<file path="config.mk">
export PLATFORM = sky130hd
export DESIGN_NAME = energy_vad_hangover
export DESIGN_NICKNAME = d
export VERILOG_FILES = /design/src/sv/evh_pkg.sv /design/src/sv/evh_front.sv /design/src/sv/evh_fifo.sv /design/src/sv/evh_back.sv /design/src/sv/energy_vad_hangover.sv
export SDC_FILE = /design/constraint.sdc
export NUM_CORES = 2
export LEC_CHECK = 0
export ABC_CLOCK_PERIOD_IN_PS = 10300
export BUFFER_PORTS_ARGS = -buffer_cell sky130_fd_sc_hd__buf_2
export CAP_MARGIN = 30
export CORE_UTILIZATION = 60
export DETAILED_ROUTE_END_ITERATION = 12
export GPL_TIMING_DRIVEN = 0
export PLACE_DENSITY = 0.74
export SLEW_MARGIN = 20
export SYNTH_ARGS = -nofsm -noshare
export SYNTH_HDL_FRONTEND = slang
export SYNTH_SLANG_ARGS = --single-unit
</file>
<file path="constraint.sdc">
create_clock -name clk -period 10.3 [get_ports clk]
set_input_delay 2.06 -clock clk [delete_from_list [all_inputs] [get_ports clk]]
set_output_delay 2.06 -clock clk [all_outputs]
set_load 0.005 [all_outputs]
</file>
<file path="src/sv/evh_pkg.sv">
// Shared types, constants and codes for the energy voice activity detector.
package evh_pkg;

    localparam int MAX_FRAME_SAMPLES = 480;

    localparam int SAMPLE_W    = 16;
    localparam int SQ_W        = 2 * SAMPLE_W;
    localparam int ENERGY_W    = 40;
    localparam int SAMPLES_W   = 9;
    localparam int THR_W       = 16;
    localparam int DUR_W       = 10;
    localparam int HANG_W      = 16;
    localparam int SIL_W       = 16;
    localparam int CFG_W       = 16;
    localparam int CFG_IDX_W   = 2;
    localparam int CNT_W       = $clog2(MAX_FRAME_SAMPLES + 1);
    localparam int LIMIT_W     = SQ_W + CNT_W;
    localparam int CMP_W       = (LIMIT_W > ENERGY_W) ? LIMIT_W : ENERGY_W;
    localparam int QDEPTH      = 4;
    localparam int QPTR_W      = $clog2(QDEPTH);

    localparam logic [ENERGY_W-1:0] ENERGY_MAX = {ENERGY_W{1'b1}};
    localparam logic [SIL_W-1:0]    SILENCE_MAX = {SIL_W{1'b1}};

    localparam logic [THR_W-1:0]  THR_RESET  = THR_W'(500);
    localparam logic [DUR_W-1:0]  DUR_RESET  = DUR_W'(30);
    localparam logic [HANG_W-1:0] HANG_RESET = HANG_W'(1500);

    // configuration register indexes
    localparam logic [CFG_IDX_W-1:0] REG_RMS_THRESHOLD     = 2'd0;
    localparam logic [CFG_IDX_W-1:0] REG_FRAME_DURATION_MS = 2'd1;
    localparam logic [CFG_IDX_W-1:0] REG_HANGOVER_MS       = 2'd2;

    typedef enum logic [1:0] {
        VERDICT_VOICED   = 2'd0,
        VERDICT_HANGOVER = 2'd1,
        VERDICT_END      = 2'd2,
        VERDICT_IDLE     = 2'd3
    } verdict_t;

    // closed frame handed from front to back
    typedef struct packed {
        logic [ENERGY_W-1:0] energy;
        logic [LIMIT_W-1:0]  limit;
        logic [CNT_W-1:0]    count;
    } frame_t;

    // hangover settings seen by the back end
    typedef struct packed {
        logic [DUR_W-1:0]  dur;
        logic [HANG_W-1:0] hangover;
    } hang_cfg_t;

endpackage

</file>
<file path="src/sv/evh_front.sv">
// Front end: squares samples, accumulates energy and count, closes frames with their limit.
module evh_front (
    input  logic                          clk,
    input  logic                          rst_n,
    input  logic signed [evh_pkg::SAMPLE_W-1:0] sample,
    input  logic                          last_sample,
    input  logic                          in_valid,
    output logic                          in_stall,
    input  logic [evh_pkg::SQ_W-1:0]      thr_sq,
    input  logic                          q_full,
    output logic                          q_push,
    output evh_pkg::frame_t               q_data
);
    import evh_pkg::*;

    logic                a_valid_reg, a_valid_next;
    logic [SQ_W-1:0]     a_sq_reg;
    logic                a_last_reg;
    logic [ENERGY_W-1:0] energy_reg, energy_next;
    logic [CNT_W-1:0]    count_reg, count_next;

    logic [SAMPLE_W-1:0] mag;
    logic [SQ_W-1:0]     sq;
    logic                in_accept;
    logic                a_closes;
    logic                a_fire;
    logic                a_load;
    logic [ENERGY_W:0]   energy_sum;
    logic [ENERGY_W-1:0] energy_sat;
    logic [LIMIT_W-1:0]  limit;
    logic [CNT_W-1:0]    count_inc;

    // -32768 maps to 0x8000, which is correct as an unsigned magnitude
    assign mag = sample[SAMPLE_W-1] ? SAMPLE_W'(-sample) : SAMPLE_W'(sample);
    assign sq  = SQ_W'(mag) * SQ_W'(mag);

    assign a_closes  = a_last_reg || (count_reg >= CNT_W'(MAX_FRAME_SAMPLES - 1));
    assign a_fire    = a_valid_reg && !(a_closes && q_full);
    assign in_stall  = a_valid_reg && !a_fire;
    assign in_accept = in_valid && !in_stall;
    assign a_load    = a_fire || !a_valid_reg;

    assign energy_sum = {1'b0, energy_reg} + (ENERGY_W + 1)'(a_sq_reg);
    assign energy_sat = energy_sum[ENERGY_W] ? ENERGY_MAX : energy_sum[ENERGY_W-1:0];
    assign count_inc  = count_reg + CNT_W'(1);

    // threshold squared times count, taken with the threshold in force at frame end
    assign limit = LIMIT_W'(thr_sq) * LIMIT_W'(count_inc);

    always_comb
    begin
        a_valid_next = a_valid_reg;
        if (a_load)
        begin
            a_valid_next = in_accept;
        end
        energy_next = energy_reg;
        count_next  = count_reg;
        if (a_fire)
        begin
            if (a_closes)
            begin
                energy_next = '0;
                count_next  = '0;
            end
            else
            begin
                energy_next = energy_sat;
                count_next  = count_inc;
            end
        end
    end

    assign q_push        = a_fire && a_closes;
    assign q_data.energy = energy_sat;
    assign q_data.limit  = limit;
    assign q_data.count  = count_inc;

    always_ff @(posedge clk or negedge rst_n)
    begin
        if (!rst_n)
        begin
            a_valid_reg <= 1'b0;
            energy_reg  <= '0;
            count_reg   <= '0;
        end
        else
        begin
            a_valid_reg <= a_valid_next;
            energy_reg  <= energy_next;
            count_reg   <= count_next;
        end
    end

    always_ff @(posedge clk)
    begin
        if (a_load)
        begin
            a_sq_reg   <= sq;
            a_last_reg <= last_sample;
        end
    end

endmodule

</file>
<file path="src/sv/evh_fifo.sv">
// Short queue of closed frame records between front and back.
module evh_fifo (
    input  logic            clk,
    input  logic            rst_n,
    input  logic            push,
    input  evh_pkg::frame_t wr_data,
    input  logic            pop,
    output evh_pkg::frame_t rd_data,
    output logic            full,
    output logic            empty
);
    import evh_pkg::*;

    frame_t              entry_reg [QDEPTH];
    logic [QPTR_W-1:0]   wr_ptr_reg, wr_ptr_next;
    logic [QPTR_W-1:0]   rd_ptr_reg, rd_ptr_next;
    logic [QPTR_W:0]     fill_reg, fill_next;

    assign full    = (fill_reg == (QPTR_W + 1)'(QDEPTH));
    assign empty   = (fill_reg == '0);
    assign rd_data = entry_reg[rd_ptr_reg];

    always_comb
    begin
        wr_ptr_next = push ? wr_ptr_reg + QPTR_W'(1) : wr_ptr_reg;
        rd_ptr_next = pop  ? rd_ptr_reg + QPTR_W'(1) : rd_ptr_reg;
        fill_next   = fill_reg;
        if (push && !pop)
        begin
            fill_next = fill_reg + (QPTR_W + 1)'(1);
        end
        else if (pop && !push)
        begin
            fill_next = fill_reg - (QPTR_W + 1)'(1);
        end
    end

    always_ff @(posedge clk or negedge rst_n)
    begin
        if (!rst_n)
        begin
            wr_ptr_reg <= '0;
            rd_ptr_reg <= '0;
            fill_reg   <= '0;
        end
        else
        begin
            wr_ptr_reg <= wr_ptr_next;
            rd_ptr_reg <= rd_ptr_next;
            fill_reg   <= fill_next;
        end
    end

    always_ff @(posedge clk)
    begin
        if (push)
        begin
            entry_reg[wr_ptr_reg] <= wr_data;
        end
    end

endmodule

</file>
<file path="src/sv/evh_back.sv">
// Back end: voicing test, hangover tracking and the output register.
module evh_back (
    input  logic                           clk,
    input  logic                           rst_n,
    input  evh_pkg::frame_t                q_data,
    input  logic                           q_empty,
    output logic                           q_pop,
    input  evh_pkg::hang_cfg_t             cfg,
    output logic [1:0]                     verdict,
    output logic                           voice_started,
    output logic [evh_pkg::ENERGY_W-1:0]   frame_energy,
    output logic [evh_pkg::SAMPLES_W-1:0]  frame_samples,
    output logic                           out_valid,
    input  logic                           out_stall
);
    import evh_pkg::*;

    logic                 out_valid_reg, out_valid_next;
    verdict_t             verdict_reg, verdict_next;
    logic                 started_reg, started_next;
    logic [ENERGY_W-1:0]  energy_reg;
    logic [SAMPLES_W-1:0] samples_reg;
    logic                 active_reg, active_next;
    logic [SIL_W-1:0]     silence_reg, silence_next;

    logic                 voiced;
    logic [SIL_W:0]       silence_sum;
    logic [SIL_W-1:0]     silence_sat;

    assign q_pop  = !q_empty && (!out_valid_reg || !out_stall);
    assign voiced = CMP_W'(q_data.energy) > CMP_W'(q_data.limit);

    assign silence_sum = {1'b0, silence_reg} + (SIL_W + 1)'(cfg.dur);
    assign silence_sat = silence_sum[SIL_W] ? SILENCE_MAX : silence_sum[SIL_W-1:0];

    always_comb
    begin
        out_valid_next = out_valid_reg && out_stall;
        verdict_next   = verdict_reg;
        started_next   = started_reg;
        active_next    = active_reg;
        silence_next   = silence_reg;
        if (q_pop)
        begin
            out_valid_next = 1'b1;
            started_next   = 1'b0;
            if (voiced)
            begin
                verdict_next = VERDICT_VOICED;
                started_next = !active_reg;
                active_next  = 1'b1;
                silence_next = '0;
            end
            else if (active_reg)
            begin
                silence_next = silence_sat;
                if (silence_sat > cfg.hangover)
                begin
                    verdict_next = VERDICT_END;
                    active_next  = 1'b0;
                end
                else
                begin
                    verdict_next = VERDICT_HANGOVER;
                end
            end
            else
            begin
                verdict_next = VERDICT_IDLE;
            end
        end
    end

    always_ff @(posedge clk or negedge rst_n)
    begin
        if (!rst_n)
        begin
            out_valid_reg <= 1'b0;
            active_reg    <= 1'b0;
            silence_reg   <= '0;
        end
        else
        begin
            out_valid_reg <= out_valid_next;
            active_reg    <= active_next;
            silence_reg   <= silence_next;
        end
    end

    always_ff @(posedge clk)
    begin
        verdict_reg <= verdict_next;
        started_reg <= started_next;
        if (q_pop)
        begin
            energy_reg  <= q_data.energy;
            samples_reg <= SAMPLES_W'(q_data.count);
        end
    end

    assign out_valid     = out_valid_reg;
    assign verdict       = verdict_reg;
    assign voice_started = started_reg;
    assign frame_energy  = energy_reg;
    assign frame_samples = samples_reg;

endmodule

</file>
<file path="src/sv/energy_vad_hangover.sv">
// Top level: configuration registers, front end, frame queue and back end.
// The closing sample passes the square register and the frame queue before the result word is registered.
// Throughput: one sample per cycle while in_stall is low; the square stage and the accumulator are registered.
// The front stalls only when a frame closes with the four-entry frame queue full.
// Reset (async, active low) clears pipeline, queue and detector state and loads register defaults.
module energy_vad_hangover (
    input  logic                                clk,
    input  logic                                rst_n,
    input  logic signed [evh_pkg::SAMPLE_W-1:0] sample,
    input  logic                                last_sample,
    input  logic                                in_valid,
    output logic                                in_stall,
    output logic [1:0]                          verdict,
    output logic                                voice_started,
    output logic [evh_pkg::ENERGY_W-1:0]        frame_energy,
    output logic [evh_pkg::SAMPLES_W-1:0]       frame_samples,
    output logic                                out_valid,
    input  logic                                out_stall,
    input  logic                                cfg_wr_en,
    input  logic [evh_pkg::CFG_IDX_W-1:0]       cfg_index,
    input  logic [evh_pkg::CFG_W-1:0]           cfg_data
);
    import evh_pkg::*;

    logic [THR_W-1:0]  thr_reg;
    logic [DUR_W-1:0]  dur_reg;
    logic [HANG_W-1:0] hang_reg;
    logic [SQ_W-1:0]   thr_sq_reg, thr_sq_next;

    logic      q_push, q_pop, q_full, q_empty;
    frame_t    q_wr_data, q_rd_data;
    hang_cfg_t hang_cfg;

    always_ff @(posedge clk or negedge rst_n)
    begin
        if (!rst_n)
        begin
            thr_reg  <= THR_RESET;
            dur_reg  <= DUR_RESET;
            hang_reg <= HANG_RESET;
        end
        else if (cfg_wr_en)
        begin
            case (cfg_index)
                REG_RMS_THRESHOLD:     thr_reg  <= THR_W'(cfg_data);
                REG_FRAME_DURATION_MS: dur_reg  <= DUR_W'(cfg_data);
                REG_HANGOVER_MS:       hang_reg <= HANG_W'(cfg_data);
                default:               ;
            endcase
        end
    end

    // threshold squared, settles in the cycle after a write
    assign thr_sq_next = SQ_W'(thr_reg) * SQ_W'(thr_reg);

    always_ff @(posedge clk or negedge rst_n)
    begin
        if (!rst_n)
        begin
            thr_sq_reg <= SQ_W'(THR_RESET) * SQ_W'(THR_RESET);
        end
        else
        begin
            thr_sq_reg <= thr_sq_next;
        end
    end

    assign hang_cfg.dur      = dur_reg;
    assign hang_cfg.hangover = hang_reg;

    evh_front u_front (
        .clk         (clk),
        .rst_n       (rst_n),
        .sample      (sample),
        .last_sample (last_sample),
        .in_valid    (in_valid),
        .in_stall    (in_stall),
        .thr_sq      (thr_sq_reg),
        .q_full      (q_full),
        .q_push      (q_push),
        .q_data      (q_wr_data)
    );

    evh_fifo u_fifo (
        .clk     (clk),
        .rst_n   (rst_n),
        .push    (q_push),
        .wr_data (q_wr_data),
        .pop     (q_pop),
        .rd_data (q_rd_data),
        .full    (q_full),
        .empty   (q_empty)
    );

    evh_back u_back (
        .clk           (clk),
        .rst_n         (rst_n),
        .q_data        (q_rd_data),
        .q_empty       (q_empty),
        .q_pop         (q_pop),
        .cfg           (hang_cfg),
        .verdict       (verdict),
        .voice_started (voice_started),
        .frame_energy  (frame_energy),
        .frame_samples (frame_samples),
        .out_valid     (out_valid),
        .out_stall     (out_stall)
    );

    a_no_overflow: assert property (@(posedge clk) disable iff (!rst_n)
        q_push |-> !q_full)
        else $error("frame pushed into full queue");

    a_no_underflow: assert property (@(posedge clk) disable iff (!rst_n)
        q_pop |-> !q_empty)
        else $error("frame popped from empty queue");

    a_started_voiced: assert property (@(posedge clk) disable iff (!rst_n)
        (out_valid && voice_started) |-> (verdict == VERDICT_VOICED))
        else $error("voice start on a non-voiced word");

    a_stall_needs_queue: assert property (@(posedge clk) disable iff (!rst_n)
        in_stall |-> q_full)
        else $error("input stalled with room in queue");

endmodule

</file>
==> results.toml <==
[detailed_routing]
drt_first_pass_iters = 5
wire_per_inst_um = 19.7
vias = 31300
postRouteWirelength_um = 109000
drc = 0
avgViaCountPerCell = 5.67
drtIter0Drc = 2468
final_antenna_net_count = 0

[layout]
nNetsFinal = 5355
syn_to_final_growth_pct = 9.17
stdcell_count = 5512
antenna_cells = 0
final_util = 0.663
largest_reg_flops = 360
drive_gt1_frac = 0.0926
final.fill_count = 5880

[floorplan]
die_area_um2 = 81100
io_pins = 94
core_area_um2 = 79000
fp.dieW_um = 285
die_y_um = 285
rows = 103
start_util = 0.607

[critical_path]
start_kind = "input pin"
slowest_delay_ns = 0.60
arrival_ns = 10.29
critPathKind = "in -> reg"
crit_path_end_kind = "flop"
critPathRequiredTime_ns = 10.64
crit_top_cell = "fa_1"
cp_slowest_cell = "or4_1"
crit_fanout = 11

[logic_synthesis]
syn_area_per_cell_um2 = 11.4
synth_edf_count = 444
synth.most_common_cell = "inv_1"
synthTopCellsByCount = "inv_1 (762), fa_1 (539), edfxtp_1 (444), nand2_1 (428), ha_1 (364)"
syn_inst = 4220
synth_area_leader_cell = "edfxtp_1"
ys_seq_area_frac = 0.356
ys_seq_elements = 592
synth.distinct_cells = 80
synthDominantCellAreaShare = 0.278
yosysWarningCount = 0
yosys_most_used_dff = "edfxtp_1"
synthArstFlopShare = 0.250
yosys-top-cells-area = "edfxtp_1 (28%), fa_1 (23%), ha_1 (9.5%), dfrtp_1 (6.5%), inv_1 (6.0%)"
syn_area_um2 = 48000

[clock_network]
cts_num_sinks = 592
clk_pin_slew_worst_paths_ns = 0.06
cts_root_buffer = "clkbuf_16"
h-tree-depth = 2
numCtsBuffers = 60
insertion_delay_ns = 0.68
cts_hold_buf = 0
cts_buffer_depth = 3
tritoncts = "done"

[worst_hold_path]
hp-class = "reg -> reg"

[timing]
max_freq_mhz = 101
hold_viol = 0
slew_viol_final = 0
layout_worst_path_cycle_share = 0.965
worst_pin_slew_ns = 1.17
finalClockSkew_ns = 0.102
min_period_ns = 9.94
setup_viol = 0
rsz0062_at_grt = "no"
max_slew_margin = 0.218
fin_ws_ns = 0.357

[placement]
pre_cts_ws_ns = -1.31
io_buffers = 92
place_inst = 5393
dp_hpwl_um = 84500
gp_congestion = 0.943

[global_route]
first_global_vias = 32700
grt_remaining_overflow = 0
track_usage = 0.276
grt_pass1_wl_um = 174000
grt_max_degree = 92
antenna_found_initial = 3

[status]
status = "finished, final reports clean"

[run]
max-cap-violations = 0
==> per-layer routing <==
metal  global-route usage  wire, µm  vias up  part of all wire
met5                    0        13        -           0.00012
met4               0.0925      3710        2             0.034
met3               0.0459      7890      209             0.073
met2                0.450     51100     1063              0.47
met1                0.380     45900    15700              0.42
li1                     -         -    14300                 -
==> layout make-up <==
type | count | area (µm²) | area share
well taps | 1050 | 1310 | 0.0251
multi-input cells | 2726 | 27600 | 0.526
repair buffers | 115 | 860 | 0.0164
flip-flops and latches | 592 | 17100 | 0.326
inverters | 774 | 2910 | 0.0555
plain buffers | 143 | 552 | 0.0105
clock inverters | 40 | 493 | 0.00942
clock buffers | 72 | 1610 | 0.0307
==> critical path: cells and delay by family <==
| family | cells | cell delay [ns] |
|---|---|---|
| XOR/XNOR | 2 | 0.49 |
| adder cells (fa/ha/maj) | 7 | 3.43 |
| AND/OR/NAND/NOR | 4 | 1.45 |
| buffers and inverters | 5 | 0.53 |
| AO/OA/AOI/OAI | 8 | 2.32 |
==> cells by family after synthesis <==
family | after synthesis | share of synthesized area
mux | 129 | 0.0514
fa+ha+maj | 903 | 0.320
flops | 592 | 0.356
xor+xnor | 166 | 0.0305
other cells | 2 | 0.000157
compound gates | 528 | 0.0742
simple gates | 982 | 0.0959
buf+inv | 918 | 0.0720
==> placed cells by master (no fill, tap or decap), types with 9 or more instances in the layout <==
cell	netlist	final
inv_1	762	761
fa_1	539	539
edfxtp_1	444	444
nand2_1	428	427
ha_1	364	364
nor2_1	180	180
and2_1	165	165
a21oi_1	130	130
dfrtp_1	124	124
clkbuf_1	102	104
buf_2	6	100
a21o_1	98	98
mux4_2	90	90
xnor2_1	88	88
xor2_1	77	75
o21ai_0	70	70
clkbuf_16	0	60
nand3_1	45	45
a22o_1	40	40
mux2_2	36	36
buf_1	36	35
o21a_1	33	33
nand4_1	26	26
dfstp_2	24	24
and3_1	26	22
nor3_1	21	21
o21ai_1	20	20
a31oi_1	19	19
nand2b_1	18	18
nor2b_1	18	18
conb_1	2	18
a211oi_1	16	16
or3_1	15	15
inv_2	12	12
o21bai_1	12	12
o31ai_1	11	11
clkinv_2	0	11
buf_16	0	9
==> path summary, 6_finish.rpt <==
check                                      from                 endpoint  slack (ns)  cells past startpoint
min reg2reg                        hang_reg[13]             hang_reg[13]        0.51                      1
min                                hang_reg[13]             hang_reg[13]        0.51                      1
max                                   sample[8]     u_front.a_sq_reg[31]        0.36                     26
min in group asynchronous                 rst_n   u_front.energy_reg[16]        1.32                      1
max reg2reg                u_front.count_reg[0]  u_fifo.entry_reg[0][49]        1.69                     20
max in group asynchronous                 rst_n           thr_sq_reg[17]        8.07                      2
==> stage by stage <==
stage               hold WS (ns)  setup TNS [ns]  area (µm²)
floorplan                  0.409               0       48000
global placement           0.488           -8.53       49800
detailed placement         0.495           -9.26       50100
CTS                        0.512               0       52300
global route               0.525               0       52300
finish                     0.506               0       52300
==> timing repair <==
| action | CTS | global route |
|---|---|---|
| endpoints found under the setup margin | 7 | 3 |
| pin swaps | 0 | 1 |
| cloned | 0 | 0 |
| resized for setup | 5 | 6 |
| buffers inserted | 0 | 1 |
Power is left out: the tool's default activity adds up to more than one toggle a clock period on the data nets, which glitch-free logic cannot reach.
